===== config.mk =====
export PLATFORM = sky130hd
export DESIGN_NAME = sparse_triplet_transpose_flat
export DESIGN_NICKNAME = d
export VERILOG_FILES = /design/src/rtl/core/stt_pkg.sv /design/src/rtl/core/stt_if.sv /design/src/rtl/core/stt_ram.sv /design/src/rtl/core/stt_ctrl.sv /design/src/rtl/core/stt_dp.sv /design/src/rtl/core/sparse_triplet_transpose.sv /design/src/flat_wrapper.sv
export SDC_FILE = /design/constraint.sdc
export NUM_CORES = 2
export LEC_CHECK = 0
export BUFFER_PORTS_ARGS = -buffer_cell sky130_fd_sc_hd__buf_2
export CORE_MARGIN = 1.5
export CORE_UTILIZATION = 35
export CTS_CLUSTER_SIZE = 16
export DETAILED_ROUTE_END_ITERATION = 6
export PLACE_DENSITY = 0.52
export SYNTH_ARGS = -nofsm -noshare
export SYNTH_HDL_FRONTEND = slang
export SYNTH_HIERARCHICAL = 1
export SYNTH_SLANG_ARGS = --single-unit

===== constraint.sdc =====
create_clock -name clk -period 7.5 [get_ports clk]
set_input_delay 0.75 -clock clk [delete_from_list [all_inputs] [get_ports clk]]
set_output_delay 0.75 -clock clk [all_outputs]
set_load 0.02 [all_outputs]

===== src/rtl/core/stt_pkg.sv =====
// Package for the sparse triplet transpose block: field widths, request
// codes and the command/status structs between controller and datapath.
// No dependencies.
`default_nettype none

package stt_pkg;

    localparam int unsigned DATA_W      = 32;   // element value width
    localparam int unsigned IDX_FW      = 3;    // row/column field width
    localparam int unsigned MAX_DIM_DEF = 8;    // default matrix dimension

    // action field codes
    localparam logic ACT_LOAD   = 1'b0;
    localparam logic ACT_FINISH = 1'b1;

    typedef struct packed {
        logic load_en;      // write the incoming element into the store
        logic scan_start;   // reset the scan position
        logic scan_step;    // visit the current scan position
        logic flush;        // scan done: release the held result as the last one
    } stt_cmd_t;

    typedef struct packed {
        logic adv;          // pipeline may move this cycle
        logic s1_vld;       // a read is in flight
        logic scan_last;    // scan position is the final entry
    } stt_stat_t;

endpackage

`default_nettype wire


===== src/rtl/core/stt_if.sv =====
// Valid/ready channel interfaces for the element requests and result items.
// Depends on stt_pkg.
`default_nettype none

interface stt_in_if;
    import stt_pkg::*;

    logic                     valid;
    logic                     ready;
    logic                     action;
    logic [IDX_FW-1:0]        elem_row;
    logic [IDX_FW-1:0]        elem_col;
    logic signed [DATA_W-1:0] elem_value;

    modport source (output valid, action, elem_row, elem_col, elem_value, input ready);
    modport sink   (input valid, action, elem_row, elem_col, elem_value, output ready);
endinterface

interface stt_out_if;
    import stt_pkg::*;

    logic                     valid;
    logic                     ready;
    logic [IDX_FW-1:0]        out_row;
    logic [IDX_FW-1:0]        out_col;
    logic signed [DATA_W-1:0] out_value;
    logic                     out_last;

    modport source (output valid, out_row, out_col, out_value, out_last, input ready);
    modport sink   (input valid, out_row, out_col, out_value, out_last, output ready);
endinterface

`default_nettype wire


===== src/rtl/core/stt_ram.sv =====
// Generic single-write, single-read RAM with registered read data.
// No dependencies.
`default_nettype none

module stt_ram #(
    parameter int unsigned WIDTH = 32,
    parameter int unsigned DEPTH = 64
) (
    input  wire logic                     clk,
    input  wire logic                     wr_en,
    input  wire logic [$clog2(DEPTH)-1:0] wr_addr,
    input  wire logic [WIDTH-1:0]         wr_data,
    input  wire logic                     rd_en,
    input  wire logic [$clog2(DEPTH)-1:0] rd_addr,
    output logic      [WIDTH-1:0]         rd_data
);

    logic [WIDTH-1:0] mem [DEPTH];
    logic [WIDTH-1:0] rd_data_reg;

    always_ff @(posedge clk)
    begin
        if (wr_en)
        begin
            mem[wr_addr] <= wr_data;
        end
        if (rd_en)
        begin
            rd_data_reg <= mem[rd_addr];
        end
    end

    assign rd_data = rd_data_reg;

endmodule

`default_nettype wire


===== src/rtl/core/stt_ctrl.sv =====
// Controller for the sparse triplet transpose: accepts requests, sequences
// the transpose scan and the final drain. Depends on stt_pkg.
`default_nettype none

module stt_ctrl (
    input  wire logic              clk,
    input  wire logic              rst_n,
    input  wire logic              in_valid,
    input  wire logic              in_action,
    output logic                   in_ready,
    input  wire stt_pkg::stt_stat_t stat,
    output stt_pkg::stt_cmd_t      cmd
);
    import stt_pkg::*;

    typedef enum logic [1:0] {
        ST_IDLE,
        ST_SCAN,
        ST_DRAIN
    } state_t;

    state_t state_reg, state_next;
    logic   ready_reg;

    always_comb
    begin
        state_next     = state_reg;
        cmd            = '0;
        unique case (state_reg)
            ST_IDLE:
            begin
                if (in_valid && ready_reg)
                begin
                    if (in_action == ACT_FINISH)
                    begin
                        cmd.scan_start = 1'b1;
                        state_next     = ST_SCAN;
                    end
                    else
                    begin
                        cmd.load_en = 1'b1;
                    end
                end
            end
            ST_SCAN:
            begin
                cmd.scan_step = 1'b1;
                if (stat.adv && stat.scan_last)
                begin
                    state_next = ST_DRAIN;
                end
            end
            ST_DRAIN:
            begin
                cmd.flush = 1'b1;
                // the flush happens on the step where nothing is left in flight
                if (stat.adv && !stat.s1_vld)
                begin
                    state_next = ST_IDLE;
                end
            end
            default:
            begin
                state_next = ST_IDLE;
            end
        endcase
    end

    always_ff @(posedge clk or negedge rst_n)
    begin
        if (!rst_n)
        begin
            state_reg <= ST_IDLE;
            ready_reg <= 1'b0;
        end
        else
        begin
            state_reg <= state_next;
            ready_reg <= (state_next == ST_IDLE);
        end
    end

    assign in_ready = ready_reg;

endmodule

`default_nettype wire


===== src/rtl/core/stt_dp.sv =====
// Datapath for the sparse triplet transpose: occupancy bits, value RAM,
// scan counter, read stage, one-result hold and output register.
// Depends on stt_pkg, stt_if and stt_ram.
`default_nettype none

module stt_dp #(
    parameter int unsigned MAX_DIM = stt_pkg::MAX_DIM_DEF
) (
    input  wire logic                             clk,
    input  wire logic                             rst_n,
    input  wire stt_pkg::stt_cmd_t                cmd,
    output stt_pkg::stt_stat_t                    stat,
    input  wire logic [stt_pkg::IDX_FW-1:0]       elem_row,
    input  wire logic [stt_pkg::IDX_FW-1:0]       elem_col,
    input  wire logic signed [stt_pkg::DATA_W-1:0] elem_value,
    stt_out_if.source                             result
);
    import stt_pkg::*;

    localparam int unsigned IDX_W  = $clog2(MAX_DIM);
    localparam int unsigned DEPTH  = MAX_DIM * MAX_DIM;
    localparam int unsigned ADDR_W = $clog2(DEPTH);
    localparam int unsigned CMP_W  = IDX_FW + 1;
    localparam logic [IDX_W-1:0]  IDX_LAST = IDX_W'(MAX_DIM - 1);
    localparam logic [ADDR_W-1:0] STRIDE   = ADDR_W'(MAX_DIM);
    localparam logic [CMP_W-1:0]  DIM_CMP  = CMP_W'(MAX_DIM);

    // a set bit marks a nonzero entry; a clear one reads as zero
    logic [DEPTH-1:0]   occ_reg;

    logic [IDX_W-1:0]   scan_row_reg, scan_col_reg;
    logic [ADDR_W-1:0]  scan_addr;

    logic               ld_in_range;
    logic               ld_nonzero;
    logic [ADDR_W-1:0]  ld_addr;

    logic               s1_vld_reg;
    logic [IDX_W-1:0]   s1_row_reg, s1_col_reg;

    logic               h_vld_reg;
    logic [IDX_W-1:0]   h_row_reg, h_col_reg;
    logic [DATA_W-1:0]  h_value_reg;

    logic               o_vld_reg;
    logic [IDX_FW-1:0]  o_row_reg, o_col_reg;
    logic [DATA_W-1:0]  o_value_reg;
    logic               o_last_reg;

    logic               adv;
    logic               hit;
    logic               rd_en;
    logic [DATA_W-1:0]  rd_data;
    logic               push;
    logic               push_last;

    assign ld_in_range = ({1'b0, elem_row} < DIM_CMP) && ({1'b0, elem_col} < DIM_CMP);
    assign ld_nonzero  = (elem_value != '0);
    assign ld_addr     = ADDR_W'(elem_row[IDX_W-1:0]) * STRIDE + ADDR_W'(elem_col[IDX_W-1:0]);
    assign scan_addr   = ADDR_W'(scan_row_reg) * STRIDE + ADDR_W'(scan_col_reg);

    assign adv   = !o_vld_reg || result.ready;
    assign hit   = occ_reg[scan_addr];
    assign rd_en = cmd.scan_step && adv && hit;

    // hold one result back so the final one can carry the last flag
    assign push      = adv && s1_vld_reg && h_vld_reg;
    assign push_last = adv && !s1_vld_reg && cmd.flush && h_vld_reg;

    stt_ram #(
        .WIDTH (DATA_W),
        .DEPTH (DEPTH)
    ) u_store (
        .clk     (clk),
        .wr_en   (cmd.load_en && ld_in_range && ld_nonzero),
        .wr_addr (ld_addr),
        .wr_data (elem_value),
        .rd_en   (rd_en),
        .rd_addr (scan_addr),
        .rd_data (rd_data)
    );

    always_ff @(posedge clk or negedge rst_n)
    begin
        if (!rst_n)
        begin
            occ_reg      <= '0;
            scan_row_reg <= '0;
            scan_col_reg <= '0;
            s1_vld_reg   <= 1'b0;
            h_vld_reg    <= 1'b0;
            o_vld_reg    <= 1'b0;
        end
        else
        begin
            if (cmd.load_en && ld_in_range)
            begin
                occ_reg[ld_addr] <= ld_nonzero;
            end
            else if (cmd.scan_step && adv)
            begin
                occ_reg[scan_addr] <= 1'b0;   // store left clear behind the scan
            end

            if (cmd.scan_start)
            begin
                scan_row_reg <= '0;
                scan_col_reg <= '0;
            end
            else if (cmd.scan_step && adv)
            begin
                if (scan_row_reg == IDX_LAST)
                begin
                    scan_row_reg <= '0;
                    scan_col_reg <= scan_col_reg + 1'b1;
                end
                else
                begin
                    scan_row_reg <= scan_row_reg + 1'b1;
                end
            end

            if (adv)
            begin
                s1_vld_reg <= cmd.scan_step && hit;
                if (s1_vld_reg)
                begin
                    h_vld_reg <= 1'b1;
                end
                else if (push_last)
                begin
                    h_vld_reg <= 1'b0;
                end
                o_vld_reg <= push || push_last;
            end
        end
    end

    always_ff @(posedge clk)
    begin
        if (adv)
        begin
            s1_row_reg <= scan_row_reg;
            s1_col_reg <= scan_col_reg;
            if (s1_vld_reg)
            begin
                // row and column swap here
                h_row_reg   <= s1_col_reg;
                h_col_reg   <= s1_row_reg;
                h_value_reg <= rd_data;
            end
            if (push || push_last)
            begin
                o_row_reg   <= IDX_FW'(h_row_reg);
                o_col_reg   <= IDX_FW'(h_col_reg);
                o_value_reg <= h_value_reg;
                o_last_reg  <= push_last;
            end
        end
    end

    assign stat.adv       = adv;
    assign stat.s1_vld    = s1_vld_reg;
    assign stat.scan_last = (scan_row_reg == IDX_LAST) && (scan_col_reg == IDX_LAST);

    assign result.valid     = o_vld_reg;
    assign result.out_row   = o_row_reg;
    assign result.out_col   = o_col_reg;
    assign result.out_value = $signed(o_value_reg);
    assign result.out_last  = o_last_reg;

endmodule

`default_nettype wire


===== src/rtl/core/sparse_triplet_transpose.sv =====
// Top level of the sparse triplet transpose block: controller plus datapath.
// Depends on stt_pkg, stt_if, stt_ctrl, stt_dp, stt_ram.
//
//   channel  dir  payload                                  request
//   elem     in   action, elem_row, elem_col, elem_value   load or finish
//   result   out  out_row, out_col, out_value, out_last    one transposed entry
//
// Loads can follow each other every cycle.
// A finish scans all MAX_DIM*MAX_DIM entries, one a cycle, then the last results
// pass through the hold and output registers;
// result stalls freeze the scan.
// elem.ready is low from the finish until the last result sits in the output register.
// After reset the store reads as all zeros; ready rises in the cycle after reset is released.
`default_nettype none

module sparse_triplet_transpose #(
    parameter int unsigned MAX_DIM = stt_pkg::MAX_DIM_DEF
) (
    input  wire logic  clk,
    input  wire logic  rst_n,
    stt_in_if.sink     elem,
    stt_out_if.source  result
);
    import stt_pkg::*;

    stt_cmd_t  cmd;
    stt_stat_t stat;

    stt_ctrl u_ctrl (
        .clk       (clk),
        .rst_n     (rst_n),
        .in_valid  (elem.valid),
        .in_action (elem.action),
        .in_ready  (elem.ready),
        .stat      (stat),
        .cmd       (cmd)
    );

    stt_dp #(
        .MAX_DIM (MAX_DIM)
    ) u_dp (
        .clk        (clk),
        .rst_n      (rst_n),
        .cmd        (cmd),
        .stat       (stat),
        .elem_row   (elem.elem_row),
        .elem_col   (elem.elem_col),
        .elem_value (elem.elem_value),
        .result     (result)
    );

endmodule

`default_nettype wire


===== src/flat_wrapper.sv =====
// flat-port wrapper written by rule: the top's interface ports become plain ports
module sparse_triplet_transpose_flat import stt_pkg::*;
#(
    parameter int unsigned MAX_DIM = stt_pkg::MAX_DIM_DEF
)
  (clk, rst_n, elem_valid, elem_action, elem_elem_row, elem_elem_col, elem_elem_value, elem_ready, result_valid, result_out_row, result_out_col, result_out_value, result_out_last, result_ready);
  stt_in_if elem_i ();
  stt_out_if result_i ();
  input  wire logic clk;
  input  wire logic rst_n;
  input wire logic [$bits(elem_i.valid)-1:0] elem_valid;
  input wire logic [$bits(elem_i.action)-1:0] elem_action;
  input wire logic [$bits(elem_i.elem_row)-1:0] elem_elem_row;
  input wire logic [$bits(elem_i.elem_col)-1:0] elem_elem_col;
  input wire logic [$bits(elem_i.elem_value)-1:0] elem_elem_value;
  output wire logic [$bits(elem_i.ready)-1:0] elem_ready;
  output wire logic [$bits(result_i.valid)-1:0] result_valid;
  output wire logic [$bits(result_i.out_row)-1:0] result_out_row;
  output wire logic [$bits(result_i.out_col)-1:0] result_out_col;
  output wire logic [$bits(result_i.out_value)-1:0] result_out_value;
  output wire logic [$bits(result_i.out_last)-1:0] result_out_last;
  input wire logic [$bits(result_i.ready)-1:0] result_ready;
  assign elem_i.valid = elem_valid;
  assign elem_i.action = elem_action;
  assign elem_i.elem_row = elem_elem_row;
  assign elem_i.elem_col = elem_elem_col;
  assign elem_i.elem_value = elem_elem_value;
  assign elem_ready = elem_i.ready;
  assign result_valid = result_i.valid;
  assign result_out_row = result_i.out_row;
  assign result_out_col = result_i.out_col;
  assign result_out_value = result_i.out_value;
  assign result_out_last = result_i.out_last;
  assign result_i.ready = result_ready;
  sparse_triplet_transpose #(.MAX_DIM(MAX_DIM)) u_core (.clk(clk), .rst_n(rst_n), .elem(elem_i), .result(result_i));
endmodule

# After elaboration in Yosys (flattened, before gate mapping)
# Memories as Yosys holds them, arrays and structs flattened. A register that Yosys moved wholly into a read port is not among the register bits.
# Index checks and enable logic that the tools add are counted.
# word_totals
mem_bits_rw,2048
ff_bits,159
wordCells,91
output_inout_bits,41
memories,1
in_bits,43
# op_classes
n_reduce_logical,29
eq_ne,4
magnitude_cmp,4
addsub,4
bitwise,2
n_mux,30
# mem_list
memory,depth,word_bits,rd,rd_ports_with_merged_regs,write_ports,line_no,rtl
u_core.u_dp.u_store.mem,64,32,1,1,1,stt_ram.sv:18,logic [WIDTH-1:0] mem [DEPTH];
# ops
cell,count
64-bit two-way mux,2
64-bit AND,1
64-bit bitwise mux,1
64-bit NOT,1
32-bit nonzero test,1
3-bit two-way mux,6
1-bit logical AND,14
6-bit by 7-bit less-than comparator with 1-bit output (second input constant),2
6-bit by 3-bit adder with 6-bit output,2
1-bit demux with 6-bit select,2
6-bit by 1-bit >= comparator with 1-bit output (second input constant),2
2-bit two-way mux,6
1-bit two-way mux,11
2-bit AND reduction,4
2-bit nonzero test,4
3-bit by 1-bit adder with 3-bit output (second input constant),2
1-bit binary-select mux with 6-bit select,1
3-bit == test (second input constant),2
2-bit one-hot mux with 3 select lines,1
2-bit logical NOT,2
2-bit by 1-bit == test with 1-bit output (second input constant),1
2-bit == test (second input constant),1
1-bit logical NOT,2
1-bit logical OR,2

# Logic depth before layout (Yosys ltp)
# depth
ltp_word,9
ltp_mapped,10
depth_no_buf,7

# By module
# Netlist, hierarchy kept.
# modules_own_cells
mod,seq_area_each_um2,n_inst,cells_per_inst,area_per_inst_um2
stt_ram,62459.9,1,3324,78835.6
stt_dp,4319.1,1,637,7149.4
stt_ctrl,75.1,1,13,163.9

# Least setup slack after synthesis
# OpenSTA, ideal clock, no wires.
# synth_path
path_kind,input -> register
from,input elem_valid
to,"memory u_core.u_dp.u_store.mem[48][0], enable pin"
n_path_buf,3
required_ns,7.039
arrival_ns,4.664
path_stages,9
setup_time_ns,0.461
path_slack_ns,2.375
cell_sequence,and4bb_4 -> nor2b_1 -> buf_2 -> buf_1 -> buf_1 -> and2_1 -> nor2b_1 -> nand4b_1 -> nor3_1
# synth_rtl
item,line_no,rtl
"start, declared",flat_wrapper.sv:11,input wire logic [$bits(elem_i.valid)-1:0] elem_valid;
"end, declared",stt_ram.sv:18,

==> flow_summary.html <==
<table>
<tr><th>Metric</th><th>Value</th></tr>
<tr><th colspan="2">STA</th></tr>
<tr><td>Setup clock skew after layout</td><td>0.0319 ns</td></tr>
<tr><td>Accumulated negative setup slack</td><td>0 ns</td></tr>
<tr><td>Max Transition Viols Final</td><td>0</td></tr>
<tr><td>Worst relative slew slack</td><td>20.0%</td></tr>
<tr><td>Shortest period the worst path allows</td><td>4.77 ns</td></tr>
<tr><td>Final-report setup violation count</td><td>0</td></tr>
<tr><td>Number of hold violations in the final report</td><td>0</td></tr>
<tr><td>Post-route clock period utilization</td><td>63.6%</td></tr>
<tr><td>Setup repair after global routing missed its margin</td><td>no</td></tr>
<tr><td>Slew at the pin closest to its max-slew limit</td><td>1.20 ns</td></tr>
<tr><td>Max frequency</td><td>210 MHz</td></tr>
<tr><th colspan="2">Setup path</th></tr>
<tr><td>Maximum fanout along the worst path</td><td>73</td></tr>
<tr><td>Type of the worst setup path</td><td>flip-flop to flip-flop</td></tr>
<tr><td>Delay contributed by the slowest stage of the critical path</td><td>1.01 ns</td></tr>
<tr><td>Arr. time, crit path</td><td>5.30 ns</td></tr>
<tr><td>Most used cell, CP</td><td>sky130_fd_sc_hd__buf_4</td></tr>
<tr><td>Critical path capture point</td><td>u_core/u_dp/u_store/mem[6][1]$_DFFE_PP_</td></tr>
<tr><td>Worst reg2reg startpoint</td><td>u_core/u_ctrl/state_reg[1]$_DFF_PN0_</td></tr>
<tr><td>Critical path capture point type</td><td>flip-flop</td></tr>
<tr><td>Worst reg2reg path endpoint</td><td>u_core/u_dp/u_store/mem[6][1]$_DFFE_PP_</td></tr>
<tr><td>Logic depth of the worst register-to-register path</td><td>8</td></tr>
<tr><td>Chain of cells forming the critical path</td><td>and4bb_4 &gt; nor2b_4 &gt; buf_4 &gt; and2_1 &gt; nor2b_1 &gt; nand3_1 &gt; nor2_4 &gt; buf_4</td></tr>
<tr><td>Start point of the critical path</td><td>u_core/u_ctrl/state_reg[1]$_DFF_PN0_</td></tr>
<tr><td>Worst reg-to-reg setup slack</td><td>2.73 ns</td></tr>
<tr><td>Data required time at the worst endpoint</td><td>8.02 ns</td></tr>
<tr><td>CP max-delay cell</td><td>sky130_fd_sc_hd__nor2_4</td></tr>
<tr><td>Nature of the critical path startpoint</td><td>flip-flop</td></tr>
<tr><th colspan="2">Power</th></tr>
<tr><td>Leak Pwr</td><td>30.2 nW</td></tr>
<tr><td>Peak VDD IR</td><td>0.000270 V</td></tr>
<tr><td>Power per cell area</td><td>345 nW/um2</td></tr>
<tr><td>Final total power</td><td>0.0341 W</td></tr>
<tr><th colspan="2">Clock tree</th></tr>
<tr><td>Number of post-CTS setup repair buffers</td><td>0</td></tr>
<tr><td>CTS sink count</td><td>2,239</td></tr>
<tr><td>Inserted Clock Buffers</td><td>227</td></tr>
<tr><td>Hold-fix buffer count after cts</td><td>1</td></tr>
<tr><td>Buffer levels on the longest clock path</td><td>3</td></tr>
<tr><td>CTS Root Buffer Type</td><td>sky130_fd_sc_hd__clkbuf_16</td></tr>
<tr><td>Count of H-tree levels built during CTS</td><td>4</td></tr>
<tr><td>TritonCTS clock tree</td><td>yes</td></tr>
<tr><td>Clock slew at reported path FFs</td><td>0.06 ns</td></tr>
<tr><td>Later-pin clock latency in the skew report</td><td>0.85 ns</td></tr>
<tr><td>PostCTS Resize Cnt</td><td>0</td></tr>
<tr><th colspan="2">Detailed routing</th></tr>
<tr><td>Detailed Route Iter0 Violations</td><td>4,840</td></tr>
<tr><td>Remaining design rule violation count</td><td>0</td></tr>
<tr><td>Via count normalized by instance count</td><td>5.56</td></tr>
<tr><td>Number of iterations in the first detailed-routing pass</td><td>6</td></tr>
<tr><td>Vias after detailed routing</td><td>42,300</td></tr>
<tr><td>Routed wire length</td><td>237,000 um</td></tr>
<tr><td>Final routed wire length divided by cell count</td><td>31.2 um</td></tr>
<tr><td>Number of routed nets with antenna violations</td><td>0</td></tr>
<tr><th colspan="2">Synth</th></tr>
<tr><td>Number of synthesized flops with an enable pin</td><td>2,163</td></tr>
<tr><td>Avg Synthesized Cell Area</td><td>21.7 um2</td></tr>
<tr><td>Cell count after synthesis</td><td>3,974</td></tr>
<tr><td>Post-synth top area cell</td><td>sky130_fd_sc_hd__edfxtp_1</td></tr>
<tr><td>Leading cell types by count after synthesis</td><td>sky130_fd_sc_hd__edfxtp_1, sky130_fd_sc_hd__mux4_2, sky130_fd_sc_hd__a21oi_1, sky130_fd_sc_hd__nor2_1, sky130_fd_sc_hd__o21ai_0</td></tr>
<tr><td>Share of the synthesized area in the top cell type</td><td>75.4%</td></tr>
<tr><td>Part of the Yosys area used for sequential elements</td><td>77.6%</td></tr>
<tr><td>Mapped cell area</td><td>86,100 um2</td></tr>
<tr><td>Most used DFF post-synth</td><td>sky130_fd_sc_hd__edfxtp_1</td></tr>
<tr><td>Post-synthesis cell type count</td><td>65</td></tr>
<tr><td>Flip-flop and latch count after synthesis</td><td>2,239</td></tr>
<tr><td>Largest cells by area after synthesis</td><td>sky130_fd_sc_hd__edfxtp_1, sky130_fd_sc_hd__mux4_2, sky130_fd_sc_hd__dfrtp_1</td></tr>
<tr><td>Number of warnings issued by yosys</td><td>6</td></tr>
<tr><td>Cell with the most instances after synthesis</td><td>sky130_fd_sc_hd__edfxtp_1</td></tr>
<tr><td>Total nets after synthesis</td><td>4,021</td></tr>
<tr><td>Share of async-settable or async-resettable flops after synthesis</td><td>3.39%</td></tr>
<tr><th colspan="2">Floorplanning</th></tr>
<tr><td>Count of standard-cell rows</td><td>181</td></tr>
<tr><td>Number of placed I/O pins</td><td>84</td></tr>
<tr><td>Width of the chip</td><td>499 um</td></tr>
<tr><td>Placeable core area</td><td>244,000 um2</td></tr>
<tr><td>Overall die height</td><td>499 um</td></tr>
<tr><td>Die ar.</td><td>249,000 um2</td></tr>
<tr><td>Starting utilization of the core area</td><td>35.3%</td></tr>
<tr><th colspan="2">Global routing</th></tr>
<tr><td>Number of antenna violations at the first check in global routing</td><td>10</td></tr>
<tr><td>Combined global-route utilization of all metal layers</td><td>18.9%</td></tr>
<tr><td>Maximum number of pins on one net before global-route repair</td><td>103</td></tr>
<tr><td>Number of global-route vias before repair</td><td>42,700</td></tr>
<tr><td>Aggregate global routing overflow</td><td>0</td></tr>
<tr><td>First-pass GRT wire length</td><td>334,000 um</td></tr>
<tr><th colspan="2">Final layout</th></tr>
<tr><td>Post-Route Utilization</td><td>40.5%</td></tr>
<tr><td>Net count reported at finish</td><td>4,259</td></tr>
<tr><td>Max reg flops</td><td>2,048</td></tr>
<tr><td>Area growth from synthesis to layout</td><td>14.6%</td></tr>
<tr><td>Fill cells</td><td>21,200</td></tr>
<tr><td>Fraction of final layout cells sized beyond drive strength 1</td><td>27.4%</td></tr>
<tr><td>Finished Cell Area</td><td>98,700 um2</td></tr>
<tr><th colspan="2">Place</th></tr>
<tr><td>HPWL reported at the end of detailed placement</td><td>136,000 um</td></tr>
<tr><td>Number of buffers inserted by port buffering</td><td>83</td></tr>
<tr><td>Cell area after placement</td><td>91,300 um2</td></tr>
<tr><td>Last weighted congestion value of the routability-driven placer</td><td>0.793</td></tr>
<tr><th colspan="2">Flow run</th></tr>
<tr><td>Number of maximum-capacitance violations</td><td>0</td></tr>
<tr><th colspan="2">Worst hold path</th></tr>
<tr><td>Worst min-delay path category</td><td>primary input to flip-flop</td></tr>
<tr><th colspan="2">Run status</th></tr>
<tr><td>Status</td><td>finished, final reports clean</td></tr>
</table>
## final cells by class
type                            instances  area [um2]  area share (%)
Sequential cell                      2239       66900            67.7
Multi-Input combinational cell       1506       18700            19.0
Clock buffer                          279        5900            5.97
Tap cell                             3202        4010            4.06
Timing Repair Buffer                  236        1690            1.72
Clock inverter                        145        1540            1.56
Inverter                                2        7.51         0.00760
Antenna cell                            2        5.00         0.00507
## worst max-delay path: cells and delay by family (launching register included)
kind          cells  cell delay (ns)
buf+inv           2             1.03
simple gates      6             2.97
flops             1             0.38
## logic make-up (layout without fill, tap and decap cells)
group,count (synthesis),count (layout),share of synthesized area [%]
AO/OA/AOI/OAI,490,490,3.29
XOR/XNOR,1,1,0.0102
adder cells (fa/ha/maj),4,4,0.0581
buffers and inverters,229,662,1.29
flip-flops,2239,2239,77.6
multiplexers,655,655,15.6
other,0,2,0
AND/OR/NAND/NOR,356,356,2.12
## through the flow
stage          hold slack (ns)  std cells  setup WS [ns]
6_report                 0.157       7611           2.73
3_5_place_dp             0.405       7184           1.90
4_1_cts                 0.0860       7609           2.83
3_3_place_gp             0.402       7184           1.95
2_1_floorplan            0.400       3974           2.38
5_1_grt                  0.129       7609           2.58
## how the worst min path moves through the flow
stage / startpoint / cells past startpoint / slack, ns / end
2_1_floorplan: u_core/u_dp/s1_row_reg[0]$_DFFE_PN_ / 0 / 0.40 / u_core/u_dp/h_col_reg[0]$_DFFE_PN_
3_3_place_gp: u_core/u_dp/h_value_reg[29]$_DFFE_PN_ / 0 / 0.40 / u_core/u_dp/result.out_value[29]$_DFFE_PP_
3_5_place_dp: u_core/u_dp/s1_row_reg[1]$_DFFE_PN_ / 0 / 0.40 / u_core/u_dp/h_col_reg[1]$_DFFE_PN_
4_1_cts: elem_action / 2 / 0.09 / u_core/u_ctrl/in_ready$_DFF_PN0_
5_1_grt: elem_action / 2 / 0.13 / u_core/u_ctrl/in_ready$_DFF_PN0_
6_report: elem_action / 2 / 0.16 / u_core/u_ctrl/in_ready$_DFF_PN0_
## routing by layer
metal	up-vias	wire length, um	part of all wire (%)	GRT usage (%)
met5	-	9	0.0038	0
met4	2	5250	2.2	4.70
met3	304	13400	5.6	3.09
met2	1424	113000	48	30.0
met1	23400	105000	44	27.1
li1	17300	-	-	-
## power by group
part           internal [W]  switching (W)  total, W
registers            0.0141       0.000319    0.0144
clock network       0.00654        0.00478    0.0113
logic               0.00334        0.00501   0.00835
total                0.0240         0.0101    0.0341
## cells in the final DEF (no fill, tap or decap), drive strengths merged, types with 23 or more instances in the layout
master,instances
mux4,552
nor2,153
nor2b,23
mux2i,101
o22ai,84
a21oi,195
edfxtp,2163
o21ai,135
nand2,52
dfrtp,76
bufinv,28
buf,235
clkbuf,279
clkinv,106
o221ai,27
No activity file was read; power rests on OpenSTA's default activity.
